[src/design/mrrw_pkg.sv]
// Package for the round-robin mutex core: field widths, command and status
// codes, and the item structs shared by the channels and the datapath.
// Depends on nothing.
`timescale 1ns / 1ps

package mrrw_pkg;

   localparam int CMD_W     = 2;
   localparam int TASK_ID_W = 5;
   localparam int BLOCKED_W = 32;
   localparam int STATUS_W  = 3;

   // Command codes; the fourth code is unused and answers busy.
   localparam logic [CMD_W-1:0] CMD_TRY_LOCK = 2'd0;
   localparam logic [CMD_W-1:0] CMD_LOCK     = 2'd1;
   localparam logic [CMD_W-1:0] CMD_UNLOCK   = 2'd2;

   // Status codes returned with every result item.
   localparam logic [STATUS_W-1:0] ST_ACQUIRED   = 3'd0;
   localparam logic [STATUS_W-1:0] ST_BUSY       = 3'd1;
   localparam logic [STATUS_W-1:0] ST_QUEUED     = 3'd2;
   localparam logic [STATUS_W-1:0] ST_RELEASED   = 3'd3;
   localparam logic [STATUS_W-1:0] ST_RECURSIVE  = 3'd4;
   localparam logic [STATUS_W-1:0] ST_NOT_LOCKED = 3'd5;
   localparam logic [STATUS_W-1:0] ST_NOT_OWNER  = 3'd6;

   typedef struct packed {
      logic [CMD_W-1:0]     command;
      logic [TASK_ID_W-1:0] task_id;
      logic [BLOCKED_W-1:0] blocked_tasks;
   } item_type;

   typedef struct packed {
      logic [STATUS_W-1:0]  status;
      logic                 wake_valid;
      logic [TASK_ID_W-1:0] wake_task;
   } result_type;

endpackage

[src/design/mrrw_ifs.sv]
// Valid/ready channel interfaces for the request and response sides.
// Depends on mrrw_pkg for the field widths.
`timescale 1ns / 1ps

interface mrrw_req_if import mrrw_pkg::*; ();
   logic                 valid;
   logic                 ready;
   logic [CMD_W-1:0]     command;
   logic [TASK_ID_W-1:0] task_id;
   logic [BLOCKED_W-1:0] blocked_tasks;

   modport source (output valid, command, task_id, blocked_tasks, input ready);
   modport sink   (input valid, command, task_id, blocked_tasks, output ready);
endinterface

interface mrrw_rsp_if import mrrw_pkg::*; ();
   logic                 valid;
   logic                 ready;
   logic [STATUS_W-1:0]  status;
   logic                 wake_valid;
   logic [TASK_ID_W-1:0] wake_task;

   modport source (output valid, status, wake_valid, wake_task, input ready);
   modport sink   (input valid, status, wake_valid, wake_task, output ready);
endinterface

[src/design/mrrw_wake_scan.sv]
// Rotating priority encoder that picks the next waiter to wake on unlock
// and works out which waiter bits the scan passes over. Uses mrrw_pkg.
`timescale 1ns / 1ps

module mrrw_wake_scan import mrrw_pkg::*; #(
   parameter int TASKS = 32
) (
   input  logic [TASKS-1:0]     waiters,
   input  logic [TASKS-1:0]     candidates,
   input  logic [TASK_ID_W-1:0] start,
   output logic                 found,
   output logic [TASK_ID_W-1:0] wake_task,
   output logic [TASKS-1:0]     wake_onehot,
   output logic [TASKS-1:0]     waiters_next
);

   logic [TASKS:0]   above_bit;
   logic [TASKS:0]   le_full;
   logic [TASKS-1:0] gt_mask;
   logic [TASKS-1:0] hi_cand;
   logic [TASKS-1:0] pick;
   logic [TASKS-1:0] upto;
   logic [TASKS-1:0] clear;

   // Bits strictly above the start position come first in the rotation.
   assign above_bit = (TASKS+1)'(2) << start;
   assign le_full   = above_bit - (TASKS+1)'(1);
   assign gt_mask   = ~le_full[TASKS-1:0];

   assign hi_cand     = candidates & gt_mask;
   assign found       = |candidates;
   assign pick        = (|hi_cand) ? hi_cand : candidates;
   assign wake_onehot = pick & (~pick + TASKS'(1));
   assign upto        = wake_onehot | (wake_onehot - TASKS'(1));

   // Passed bits: from just above the start up to the winner, wrapping if needed.
   // With no winner every waiter bit is passed and dropped.
   always_comb begin
      if (|hi_cand) begin
         clear = gt_mask & upto;
      end else if (found) begin
         clear = gt_mask | upto;
      end else begin
         clear = '1;
      end
   end

   assign waiters_next = waiters & ~clear;

   always_comb begin
      wake_task = '0;
      for (int i = 0; i < TASKS; i++) begin
         if (wake_onehot[i]) begin
            wake_task = wake_task | TASK_ID_W'(i);
         end
      end
   end

endmodule

[src/design/mrrw_lock_ctrl.sv]
// Mutex state (locked flag, owner, waiter bitmap) and the command decode
// that turns one item into one result. Uses mrrw_pkg and mrrw_wake_scan.
`timescale 1ns / 1ps

module mrrw_lock_ctrl import mrrw_pkg::*; #(
   parameter int TASKS = 32
) (
   input  logic       clock,
   input  logic       reset,
   input  logic       step,
   input  item_type   item,
   output result_type result
);

   logic                 locked_ff,  locked_in;
   logic [TASK_ID_W-1:0] owner_ff,   owner_in;
   logic [TASKS-1:0]     waiters_ff, waiters_in;

   logic                 valid_id;
   logic [TASKS-1:0]     tid_onehot;
   logic [TASKS-1:0]     candidates;
   logic                 scan_found;
   logic [TASK_ID_W-1:0] scan_task;
   logic [TASKS-1:0]     scan_onehot;
   logic [TASKS-1:0]     scan_waiters;

   assign valid_id   = int'(item.task_id) < TASKS;
   assign tid_onehot = {{(TASKS-1){1'b0}}, 1'b1} << item.task_id;
   assign candidates = waiters_ff & item.blocked_tasks[TASKS-1:0];

   mrrw_wake_scan #(.TASKS(TASKS)) u_scan (
      .waiters      (waiters_ff),
      .candidates   (candidates),
      .start        (item.task_id),
      .found        (scan_found),
      .wake_task    (scan_task),
      .wake_onehot  (scan_onehot),
      .waiters_next (scan_waiters)
   );

   always_comb begin
      locked_in         = locked_ff;
      owner_in          = owner_ff;
      waiters_in        = waiters_ff;
      result.status     = ST_BUSY;
      result.wake_valid = 1'b0;
      result.wake_task  = '0;
      case (item.command)
         CMD_TRY_LOCK, CMD_LOCK: begin
            if (!valid_id) begin
               result.status = ST_BUSY;
            end else if (!locked_ff) begin
               locked_in     = 1'b1;
               owner_in      = item.task_id;
               result.status = ST_ACQUIRED;
            end else if (owner_ff == item.task_id) begin
               result.status = ST_RECURSIVE;
            end else if (item.command == CMD_LOCK) begin
               waiters_in    = waiters_ff | tid_onehot;
               result.status = ST_QUEUED;
            end else begin
               result.status = ST_BUSY;
            end
         end
         CMD_UNLOCK: begin
            if (!valid_id) begin
               result.status = ST_NOT_OWNER;
            end else if (!locked_ff) begin
               result.status = ST_NOT_LOCKED;
            end else if (owner_ff != item.task_id) begin
               result.status = ST_NOT_OWNER;
            end else begin
               locked_in         = 1'b0;
               owner_in          = '0;
               waiters_in        = scan_waiters;
               result.status     = ST_RELEASED;
               result.wake_valid = scan_found;
               result.wake_task  = scan_found ? scan_task : '0;
            end
         end
         default: begin
            result.status = ST_BUSY;
         end
      endcase
   end

   always_ff @(posedge clock) begin
      if (reset) begin
         locked_ff  <= 1'b0;
         owner_ff   <= '0;
         waiters_ff <= '0;
      end else if (step) begin
         locked_ff  <= locked_in;
         owner_ff   <= owner_in;
         waiters_ff <= waiters_in;
      end
   end

`ifndef SYNTHESIS
   a_wake_only_on_release: assert property (@(posedge clock) disable iff (reset)
      step && result.wake_valid |-> result.status == ST_RELEASED)
      else $error("wake reported without a release");

   a_release_frees: assert property (@(posedge clock) disable iff (reset)
      step && result.status == ST_RELEASED |=> !locked_ff)
      else $error("mutex still locked after release");

   a_woken_bit_cleared: assert property (@(posedge clock) disable iff (reset)
      step && result.wake_valid |=> (waiters_ff & $past(scan_onehot)) == '0)
      else $error("woken task still in waiter bitmap");

   a_acquire_sets_owner: assert property (@(posedge clock) disable iff (reset)
      step && result.status == ST_ACQUIRED |=> locked_ff && owner_ff == $past(item.task_id))
      else $error("acquire did not record the owner");
`endif

endmodule

[src/design/mutex_with_round_robin_wake_core.sv]
// Top level of the round-robin mutex core: request and response channels,
// input and result registers. Uses mrrw_pkg, mrrw_ifs and mrrw_lock_ctrl.
`timescale 1ns / 1ps

// Hardware mutex for up to TASKS tasks. Each request item carries a command
// (try-lock, blocking lock, unlock), the calling task and a bitmap of the
// tasks that are currently blocked; each request yields exactly one response
// item with a status code and, on a successful unlock, the task that was
// woken. An unlock scans the waiter bitmap round-robin starting after the
// caller, drops stale waiter bits it passes and wakes the first waiter that
// is still blocked. A response goes valid when its item moves from the input
// register into the result register, and it sits in the result register
// until the response handshake. A new item is accepted every cycle unless
// a stalled consumer holds the result register while the input register is
// full: the rotating priority encoder and the state update settle
// combinationally between those two registers.
// The response register lets the next request be taken while a response
// waits on a stalled consumer.
module mutex_with_round_robin_wake_core import mrrw_pkg::*; #(
   parameter int TASKS = 32
) (
   input  logic   clock,
   input  logic   reset,
   mrrw_req_if.sink   req_chan,
   mrrw_rsp_if.source rsp_chan
);

   item_type   in_ff;
   logic       in_valid_ff, in_valid_in;
   result_type rsp_ff;
   logic       rsp_valid_ff, rsp_valid_in;
   result_type result;
   logic       advance;
   logic       step;
   logic       req_fire;

   // The result register can take a new value when it is empty or being read.
   assign advance  = !rsp_valid_ff || rsp_chan.ready;
   assign step     = in_valid_ff && advance;
   assign req_fire = req_chan.valid && req_chan.ready;

   // The input register frees up in the same cycle its item moves on.
   assign req_chan.ready = !in_valid_ff || advance;

   always_comb begin
      if (req_fire) begin
         in_valid_in = 1'b1;
      end else if (step) begin
         in_valid_in = 1'b0;
      end else begin
         in_valid_in = in_valid_ff;
      end

      if (step) begin
         rsp_valid_in = 1'b1;
      end else if (rsp_chan.ready) begin
         rsp_valid_in = 1'b0;
      end else begin
         rsp_valid_in = rsp_valid_ff;
      end
   end

   always_ff @(posedge clock) begin
      if (reset) begin
         in_valid_ff  <= 1'b0;
         rsp_valid_ff <= 1'b0;
      end else begin
         in_valid_ff  <= in_valid_in;
         rsp_valid_ff <= rsp_valid_in;
      end
   end

   // Payload registers carry no reset.
   always_ff @(posedge clock) begin
      if (req_fire) begin
         in_ff.command       <= req_chan.command;
         in_ff.task_id       <= req_chan.task_id;
         in_ff.blocked_tasks <= req_chan.blocked_tasks;
      end
      if (step) begin
         rsp_ff <= result;
      end
   end

   // The mutex state advances exactly when an item leaves the input register.
   mrrw_lock_ctrl #(.TASKS(TASKS)) u_lock (
      .clock  (clock),
      .reset  (reset),
      .step   (step),
      .item   (in_ff),
      .result (result)
   );

   assign rsp_chan.valid      = rsp_valid_ff;
   assign rsp_chan.status     = rsp_ff.status;
   assign rsp_chan.wake_valid = rsp_ff.wake_valid;
   assign rsp_chan.wake_task  = rsp_ff.wake_task;

endmodule
[src/flat_wrapper.sv]
// flat-port wrapper written by rule: the top's interface ports become plain ports
module mutex_with_round_robin_wake_core_flat import mrrw_pkg::*;
#(
   parameter int TASKS = 32
)
  (clock, reset, req_chan_valid, req_chan_command, req_chan_task_id, req_chan_blocked_tasks, req_chan_ready, rsp_chan_valid, rsp_chan_status, rsp_chan_wake_valid, rsp_chan_wake_task, rsp_chan_ready);
  mrrw_req_if req_chan_i ();
  mrrw_rsp_if rsp_chan_i ();
  input  logic clock;
  input  logic reset;
  input wire logic [$bits(req_chan_i.valid)-1:0] req_chan_valid;
  input wire logic [$bits(req_chan_i.command)-1:0] req_chan_command;
  input wire logic [$bits(req_chan_i.task_id)-1:0] req_chan_task_id;
  input wire logic [$bits(req_chan_i.blocked_tasks)-1:0] req_chan_blocked_tasks;
  output wire logic [$bits(req_chan_i.ready)-1:0] req_chan_ready;
  output wire logic [$bits(rsp_chan_i.valid)-1:0] rsp_chan_valid;
  output wire logic [$bits(rsp_chan_i.status)-1:0] rsp_chan_status;
  output wire logic [$bits(rsp_chan_i.wake_valid)-1:0] rsp_chan_wake_valid;
  output wire logic [$bits(rsp_chan_i.wake_task)-1:0] rsp_chan_wake_task;
  input wire logic [$bits(rsp_chan_i.ready)-1:0] rsp_chan_ready;
  assign req_chan_i.valid = req_chan_valid;
  assign req_chan_i.command = req_chan_command;
  assign req_chan_i.task_id = req_chan_task_id;
  assign req_chan_i.blocked_tasks = req_chan_blocked_tasks;
  assign req_chan_ready = req_chan_i.ready;
  assign rsp_chan_valid = rsp_chan_i.valid;
  assign rsp_chan_status = rsp_chan_i.status;
  assign rsp_chan_wake_valid = rsp_chan_i.wake_valid;
  assign rsp_chan_wake_task = rsp_chan_i.wake_task;
  assign rsp_chan_i.ready = rsp_chan_ready;
  mutex_with_round_robin_wake_core #(.TASKS(TASKS)) u_core (.clock(clock), .reset(reset), .req_chan(req_chan_i), .rsp_chan(rsp_chan_i));
endmodule
[config.mk]
export PLATFORM = sky130hd
export DESIGN_NAME = mutex_with_round_robin_wake_core_flat
export DESIGN_NICKNAME = d
export VERILOG_FILES = /design/src/design/mrrw_pkg.sv /design/src/design/mrrw_ifs.sv /design/src/design/mrrw_wake_scan.sv /design/src/design/mrrw_lock_ctrl.sv /design/src/design/mutex_with_round_robin_wake_core.sv /design/src/flat_wrapper.sv
export SDC_FILE = /design/constraint.sdc
export NUM_CORES = 1
export LEC_CHECK = 0
export ABC_AREA = 0
export ABC_CLOCK_PERIOD_IN_PS = 8650
export BUFFER_PORTS_ARGS = -buffer_cell sky130_fd_sc_hd__buf_4
export CELL_PAD_IN_SITES_DETAIL_PLACEMENT = 0
export CELL_PAD_IN_SITES_GLOBAL_PLACEMENT = 1
export CORE_ASPECT_RATIO = 0.9
export CORE_MARGIN = 8
export CORE_UTILIZATION = 30
export DETAILED_ROUTE_END_ITERATION = 10
export PLACE_DENSITY_LB_ADDON = 0.12
export SLEW_MARGIN = 10
export SYNTH_ARGS = -nofsm -noshare
export SYNTH_HDL_FRONTEND = slang
export SYNTH_SLANG_ARGS = --single-unit
[constraint.sdc]
create_clock -name clock -period 8.65 [get_ports clock]
set_input_delay 2.595 -clock clock [delete_from_list [all_inputs] [get_ports clock]]
set_output_delay 2.595 -clock clock [all_outputs]
set_load 0.1 [all_outputs]
* Word level (Yosys, flattened, before mapping)
Cells that the tools add are included.
** Cells by class
- Add/sub/neg operators :: 3
- Equal/unequal tests :: 10
- Shift operators :: 2
- Mux-type cells :: 108
- Bitwise operators :: 11
- Reduce and logical (&&, ||, !) cells :: 16
** Operator list (count)
- $mux W32 :: 22
- $and A32 B32 Y32 :: 5
- $mux W5 :: 28
- $not A32 Y32 :: 3
- $or A32 B32 Y32 :: 3
- $pmux W32 S2 :: 1
- $reduce_or A32 Y1 :: 2
- $sub A32 B1 Y32 const B :: 2
- $mux W3 :: 19
- $mux W6 :: 6
- $add A32 B1 Y32 const B :: 1
- $mux W4 :: 8
- $shl A1 B5 Y32 const A :: 1
- $shl A2 B5 Y32 const A :: 1
- $mux W1 :: 18
- $ne A3 B3 Y1 const B :: 6
- $pmux W5 S2 :: 1
- $reduce_and A7 Y1 :: 1
- $mux W2 :: 3
- $pmux W3 S2 :: 1
- $reduce_bool A2 Y1 :: 3
- $eq A5 B5 Y1 :: 1
- $ne A5 B5 Y1 :: 1
- $reduce_and A5 Y1 :: 1
- other kinds (9) :: 12
** Storage, ports and cells
- Register bits :: 88
- Input bits :: 43
- Output and inout bits :: 11

* Longest topological paths before layout
- Word-level depth :: 47
- Gate-level depth with buffers :: 21
- Depth with buffers taken out :: 14

* Modules after synthesis
Synthesis repeated with hierarchy kept, for this count alone.
** Unflattened totals
- Cells, all modules :: 817
- Area total of the unflattened synthesis :: 6852.8 um^2
** By module, submodules not included
- mrrw_wake_scan :: times used 1, cells each 488, area an instance 3049.2 um^2, sequential area each 0.0 um^2
- mrrw_lock_ctrl :: times used 1, cells each 271, area an instance 2258.4 um^2, sequential area each 760.7 um^2
- mutex_with_round_robin_wake_core :: times used 1, cells each 58, area an instance 1545.2 um^2, sequential area each 1481.4 um^2

* Least setup slack after synthesis
No wires, ideal clock.
- Path type :: in2out
- Start point :: in rsp_chan_ready
- End point :: out req_chan_ready
- Data arrival time :: 3.372 ns
- Required time :: 6.055 ns
- Path slack :: 2.683 ns
- Stages :: 2
- Path buffers :: 0
- Path through :: nor2b_1 -> nand2_1
** Between the ends
- Cells in the longest elaborated chain, start to end :: 2
** RTL lines
- start, declared :: line flat_wrapper.sv:20 : input wire logic [$bits(rsp_chan_i.ready)-1:0] rsp_chan_ready;
- $logic_or A1 B1 Y1 :: line mutex_with_round_robin_wake_core.sv:38 : assign advance = !rsp_valid_ff || rsp_chan.ready;
- $logic_or A1 B1 Y1 :: line mutex_with_round_robin_wake_core.sv:43 : assign req_chan.ready = !in_valid_ff || advance;
- end, declared :: line flat_wrapper.sv:15 : output wire logic [$bits(req_chan_i.ready)-1:0] req_chan_ready;
Every way passes these cells.

* Worst setup path in the final report
- Start point :: reg u_core.in_ff[35] (netlist bit)
- End point :: reg u_core.rsp_ff (netlist bit u_core.rsp_chan.wake_task[0]) (data pin)
** Between the ends
- Cells in the longest elaborated chain, start to end :: 47
- Elaborated cells on any way between the ends :: 48
- Those cells by class :: 2 x add/sub; 1 x eq/ne; 1 x shift; 39 x mux; 4 x bitwise; 1 x reduce/logical
** RTL lines
- start, declared :: line mutex_with_round_robin_wake_core.sv:28 : item_type in_ff;
- $shl A2 B5 Y32 :: line mrrw_wake_scan.sv:26 : assign above_bit = (TASKS+1)'(2) << start;
- $sub A32 B1 Y32 :: line mrrw_wake_scan.sv:27 : assign le_full = above_bit - (TASKS+1)'(1);
- $not A32 Y32 :: line mrrw_wake_scan.sv:28 : assign gt_mask = ~le_full[TASKS-1:0];
- $and A32 B32 Y32 :: line mrrw_wake_scan.sv:30 : assign hi_cand = candidates & gt_mask;
- $reduce_or A32 Y1 :: line mrrw_wake_scan.sv:32 : assign pick = (|hi_cand) ? hi_cand : candidates;
- $mux W32 :: line mrrw_wake_scan.sv:32
- $not A32 Y32 :: line mrrw_wake_scan.sv:33 : assign wake_onehot = pick & (~pick + TASKS'(1));
- $add A32 B1 Y32 :: line mrrw_wake_scan.sv:33
- (+8 left out)
- $mux W4 (8 in a row) :: line mrrw_wake_scan.sv:53 : if (wake_onehot[i]) begin
- $mux W5 (16 in a row) :: line mrrw_wake_scan.sv:53
- $mux W5 :: line mrrw_lock_ctrl.sv:78 : result.wake_task = scan_found ? scan_task : '0;
- $mux W6 * :: line mrrw_lock_ctrl.sv:70 : end else if (owner_ff != item.task_id) begin
- $mux W6 * :: line mrrw_lock_ctrl.sv:68 : end else if (!locked_ff) begin
- $mux W6 * :: line mrrw_lock_ctrl.sv:48 : case (item.command)
- $mux W6 * :: line mrrw_lock_ctrl.sv:68
- $mux W6 * (2 in a row) :: line mrrw_lock_ctrl.sv:48
- end signal, assigned :: line mutex_with_round_robin_wake_core.sv:81 : rsp_ff <= result;
- end, declared :: line mutex_with_round_robin_wake_core.sv:30 : result_type rsp_ff;
Every way passes the cells marked *; elsewhere a longest branch is shown, timed or not. The select of a mux whose other input is x is not followed.
A chain may end at the register's enable or synchronous reset.

==> results.md <==
- Status: complete, no violations
- Nets: 746
- Seq cells post-synth: 88
- Hold Path Sink: u_core.u_lock.owner_ff[1]
- Post-CTS Resized: 0
- Skew final: 0.00927 ns
- Post-Syn Area: ~5900 um2
- Peak Freq: 0.155 GHz
- Post-synthesis sequential area ratio: a little under two fifths
- Ant. Diodes: 0
- Vias per inst: about 6.0
- Pre-CTS setup slack: approximately 2.4 ns
- H-tree levels: 3
- TritonCTS clock tree: yes
- Hold Crit Depth: 2
- RR Endpoint: u_core.rsp_chan.wake_task[0]
- GPL Wtd Cong: 0.948
- VDD IR-drop max: 89.0 uV
- EDFF count, synth: 48
- Startpoint types: flop
- Combinational Power Share: 18.3%
- HP Start: u_core.u_lock.owner_ff[1]
- Sequential Power Share: 44.5%
- Leading area contributor after synthesis: edfxtp_1
- Std cell rows: 48
- Unrepaired setup endpoints after global routing: false
- Synth top area share: between 20% and 30%
- DP Wirelength: ~18,000 um
- R2R Path Start: u_core.in_ff[35]
- Fin worst setup slack: 2.20 ns
- Worst-Skew Late Latency: about 0.36 ns
- Leakage power total: ~2.4 nW
- Area post-placement: 6490 um2
- Maxcap violations: 0
- Area Overhead vs Synth: 14.9%
- Die area: 24,400 um2
- Final Critical Period: approximately 6.4 ns
- Fillers: 2,038
- Initial antenna violation count: 0
- Ports: 54
- Port-buffer cells: 53
- Pre-antenna DRT Iters: 5
- Overall global routing resource usage: 19.6%
- Hold violation count in the final report: 0
- Dominant cells by area after synthesis: edfxtp_1 (24%), dfxtp_1 (14%), a21oi_1 (5.2%)
- Main flop type after synthesis: edfxtp_1
- Tcrit/Tclk final: 74.6%
- Register clock-pin slew on the reported worst setup and hold paths: 0.07 ns
- Mapped Nets: 714
- Synth warn: 0
- Slew Limit Fails: 0
- Post-CTS setup buffer count: 0
- Hold WC Path Type: flop to flop
- Core Box Area: 19,200 um2
- Crit Path Category: flop to flop
- First-pass GRT wire length: around 36,000 um
- DR iter-0 viols: 675
- Total number of vias: 5,733
- Routed wire length: 24,100 um
- Post-synthesis cell type count: 90
- # hold bufs at CTS: 0
- Grt ovf: 0
- Critical Path End Type: flop
- Worst-Margin Slew: 1.16 ns
- Die width: between 150 and 200 um
- Synth Instances: 670
- CTS Buf Count: 9
- Relative max-transition margin: 22.6%
- R2R Setup Slk: 2.20 ns
- Setup Viol. Count Final: 0
- Post-synth top cells: nand2_1 (68), a21oi_1 (61), nor2_1 (54), edfxtp_1 (48), dfxtp_1 (40)
- Switch Pwr: 328 uW
- Initial Utilization: 30.7%
- Most numerous cell in the Yosys netlist: nand2_1
- Largest net degree at the start of global routing: 45
- Worst-path maximum fanout: 36
- Clock Tree Buf Depth: 2
- CP Data Arrival Time: 6.54 ns
- Clock power frac: 37.2%
- Antenna Nets Post-Route: 0
- PwrDens: about 160 nW/um2
- CP Data Required Time: 8.74 ns
- Root Buffer: clkbuf_16
- Internal: 725 uW
- Synth Area per Inst: 8.80 um2
- Total Power: about 1.1 mW
- Die height: 149 um
- Async set-or-reset flop fraction in the synthesized netlist: 0%
- Net Sw Frac: 31.1%
- Final TNS setup: 0 ns
- DRC Markers: 0
- Worst R2R Path Depth: 16
- Final instance area: roughly 6800 um2
- Post-DR wirelength/cell: 25.2 um
- Layout cells sized above 1: 19.0%
- CTS Sinks: 88
- Vias in the first global route: between 5,000 and 6,000
==> stage by stage <==
stage | cells | hold slack [ns] | utilization, %
2_1_floorplan | 670 | 0.444 | -
3_3_place_gp | 941 | 0.453 | 33.8
3_5_place_dp | 941 | 0.459 | 33.8
4_1_cts | 957 | 0.470 | 35.2
5_1_grt | 957 | 0.486 | 35.2
6_report | 957 | 0.469 | 35.2
==> sequential cells by signal, indices dropped and copies added (netlist names) <==
register and count:
u_core.in_ff 39, u_core.u_lock.owner_ff 5, u_core.u_lock.waiters_ff 32, u_core.u_lock.locked_ff 1, u_core.rsp_chan.valid 1, u_core.rsp_chan.wake_task 5, u_core.rsp_chan.status 3, u_core.in_valid_ff 1
u_core.rsp_chan.wake_valid 1
==> final cells by class <==
type	instances	area, um2	area share [%]
timing repair buffer	64	480	7.09
clock inverter	5	40.0	0.591
tap	250	313	4.62
sequential	88	2240	33.1
multi-input combinational	532	3430	50.6
clock buffer	11	243	3.58
inverter	7	26.3	0.388
==> cell families (layout without fill, tap and decap cells) <==
family | Yosys count | count (layout) | share of synthesized area [%]
adders and majority gates | 15 | 15 | 2.72
buffers and inverters | 50 | 87 | 4.22
muxes | 2 | 2 | 0.361
xor gates and xnor gates | 9 | 9 | 1.34
AOI/OAI and AO/OA | 218 | 218 | 27.0
DFF | 88 | 88 | 38.0
and+or+nand+nor | 288 | 288 | 26.4
==> cell usage in the layout, fill, tap and decap left out, drive strengths merged, types with 8 or more instances in the layout <==
master and count:
dfxtp 40, maj3 14, nand2 69, inv 9
and2 14, o31ai 11, o21ai 23, o32ai 9
a21oi 62, a211oi 33, nor3b 12, nor2b 8
clkbuf 11, or3 11, buf 64, edfxtp 48
a31oi 18, nor3 30, or2 8, nor2 56
nand4 11, nand2b 12, nand3 28
==> worst max path at each step <==
stage / startpoint / end / slack (ns) / depth (start not counted)
final: u_core.in_ff[35] / u_core.rsp_chan.wake_task[0] / 2.20 / 16
after global routing: u_core.in_ff[35] / u_core.rsp_chan.wake_task[1] / 1.84 / 16
after CTS: u_core.in_ff[35] / u_core.rsp_chan.wake_task[0] / 2.35 / 15
after detailed placement: u_core.in_ff[35] / u_core.rsp_chan.wake_task[0] / 2.40 / 15
after global placement: u_core.in_ff[35] / u_core.rsp_chan.wake_task[0] / 2.57 / 16
after floorplan: rsp_chan_ready / req_chan_ready / 2.68 / 2
==> layer usage <==
metal / part of all wire (%) / track usage [%] / vias up
met5: 0 / 0 / -
met4: 3.4 / 7.81 / 0
met3: 7.6 / 4.08 / 40
met2: 43 / 28.7 / 251
met1: 46 / 27.6 / 2797
li1: - / - / 2645
==> power by group through the flow <==
stage | clock network [mW] | registers [mW] | logic, mW
4_1_cts | 0.402 | 0.468 | 0.191
5_1_grt | 0.416 | 0.470 | 0.206
3_5_place_dp | 0 | 0.477 | 0.190
3_3_place_gp | 0 | 0.477 | 0.193
2_1_floorplan | 0 | 0.491 | 0.110
6_report | 0.392 | 0.468 | 0.193
==> worst max-delay path, cell delays in order (launching register included) <==
cell	delay (ns)
edfxtp_1	0.37
buf_4	0.25
nor3_2	0.57
nand2_1	0.29
ha_1	0.60
or3b_1	0.53
a211o_1	0.32
or3b_1	0.21
nand4_2	0.33
nor3_1	0.71
nand3_1	0.62
buf_4	0.42
a21oi_1	0.31
or3b_1	0.18
a21oi_1	0.08
o31ai_1	0.25
a31oi_1	0.11
Note: power is estimated with default switching activity, not from simulation.
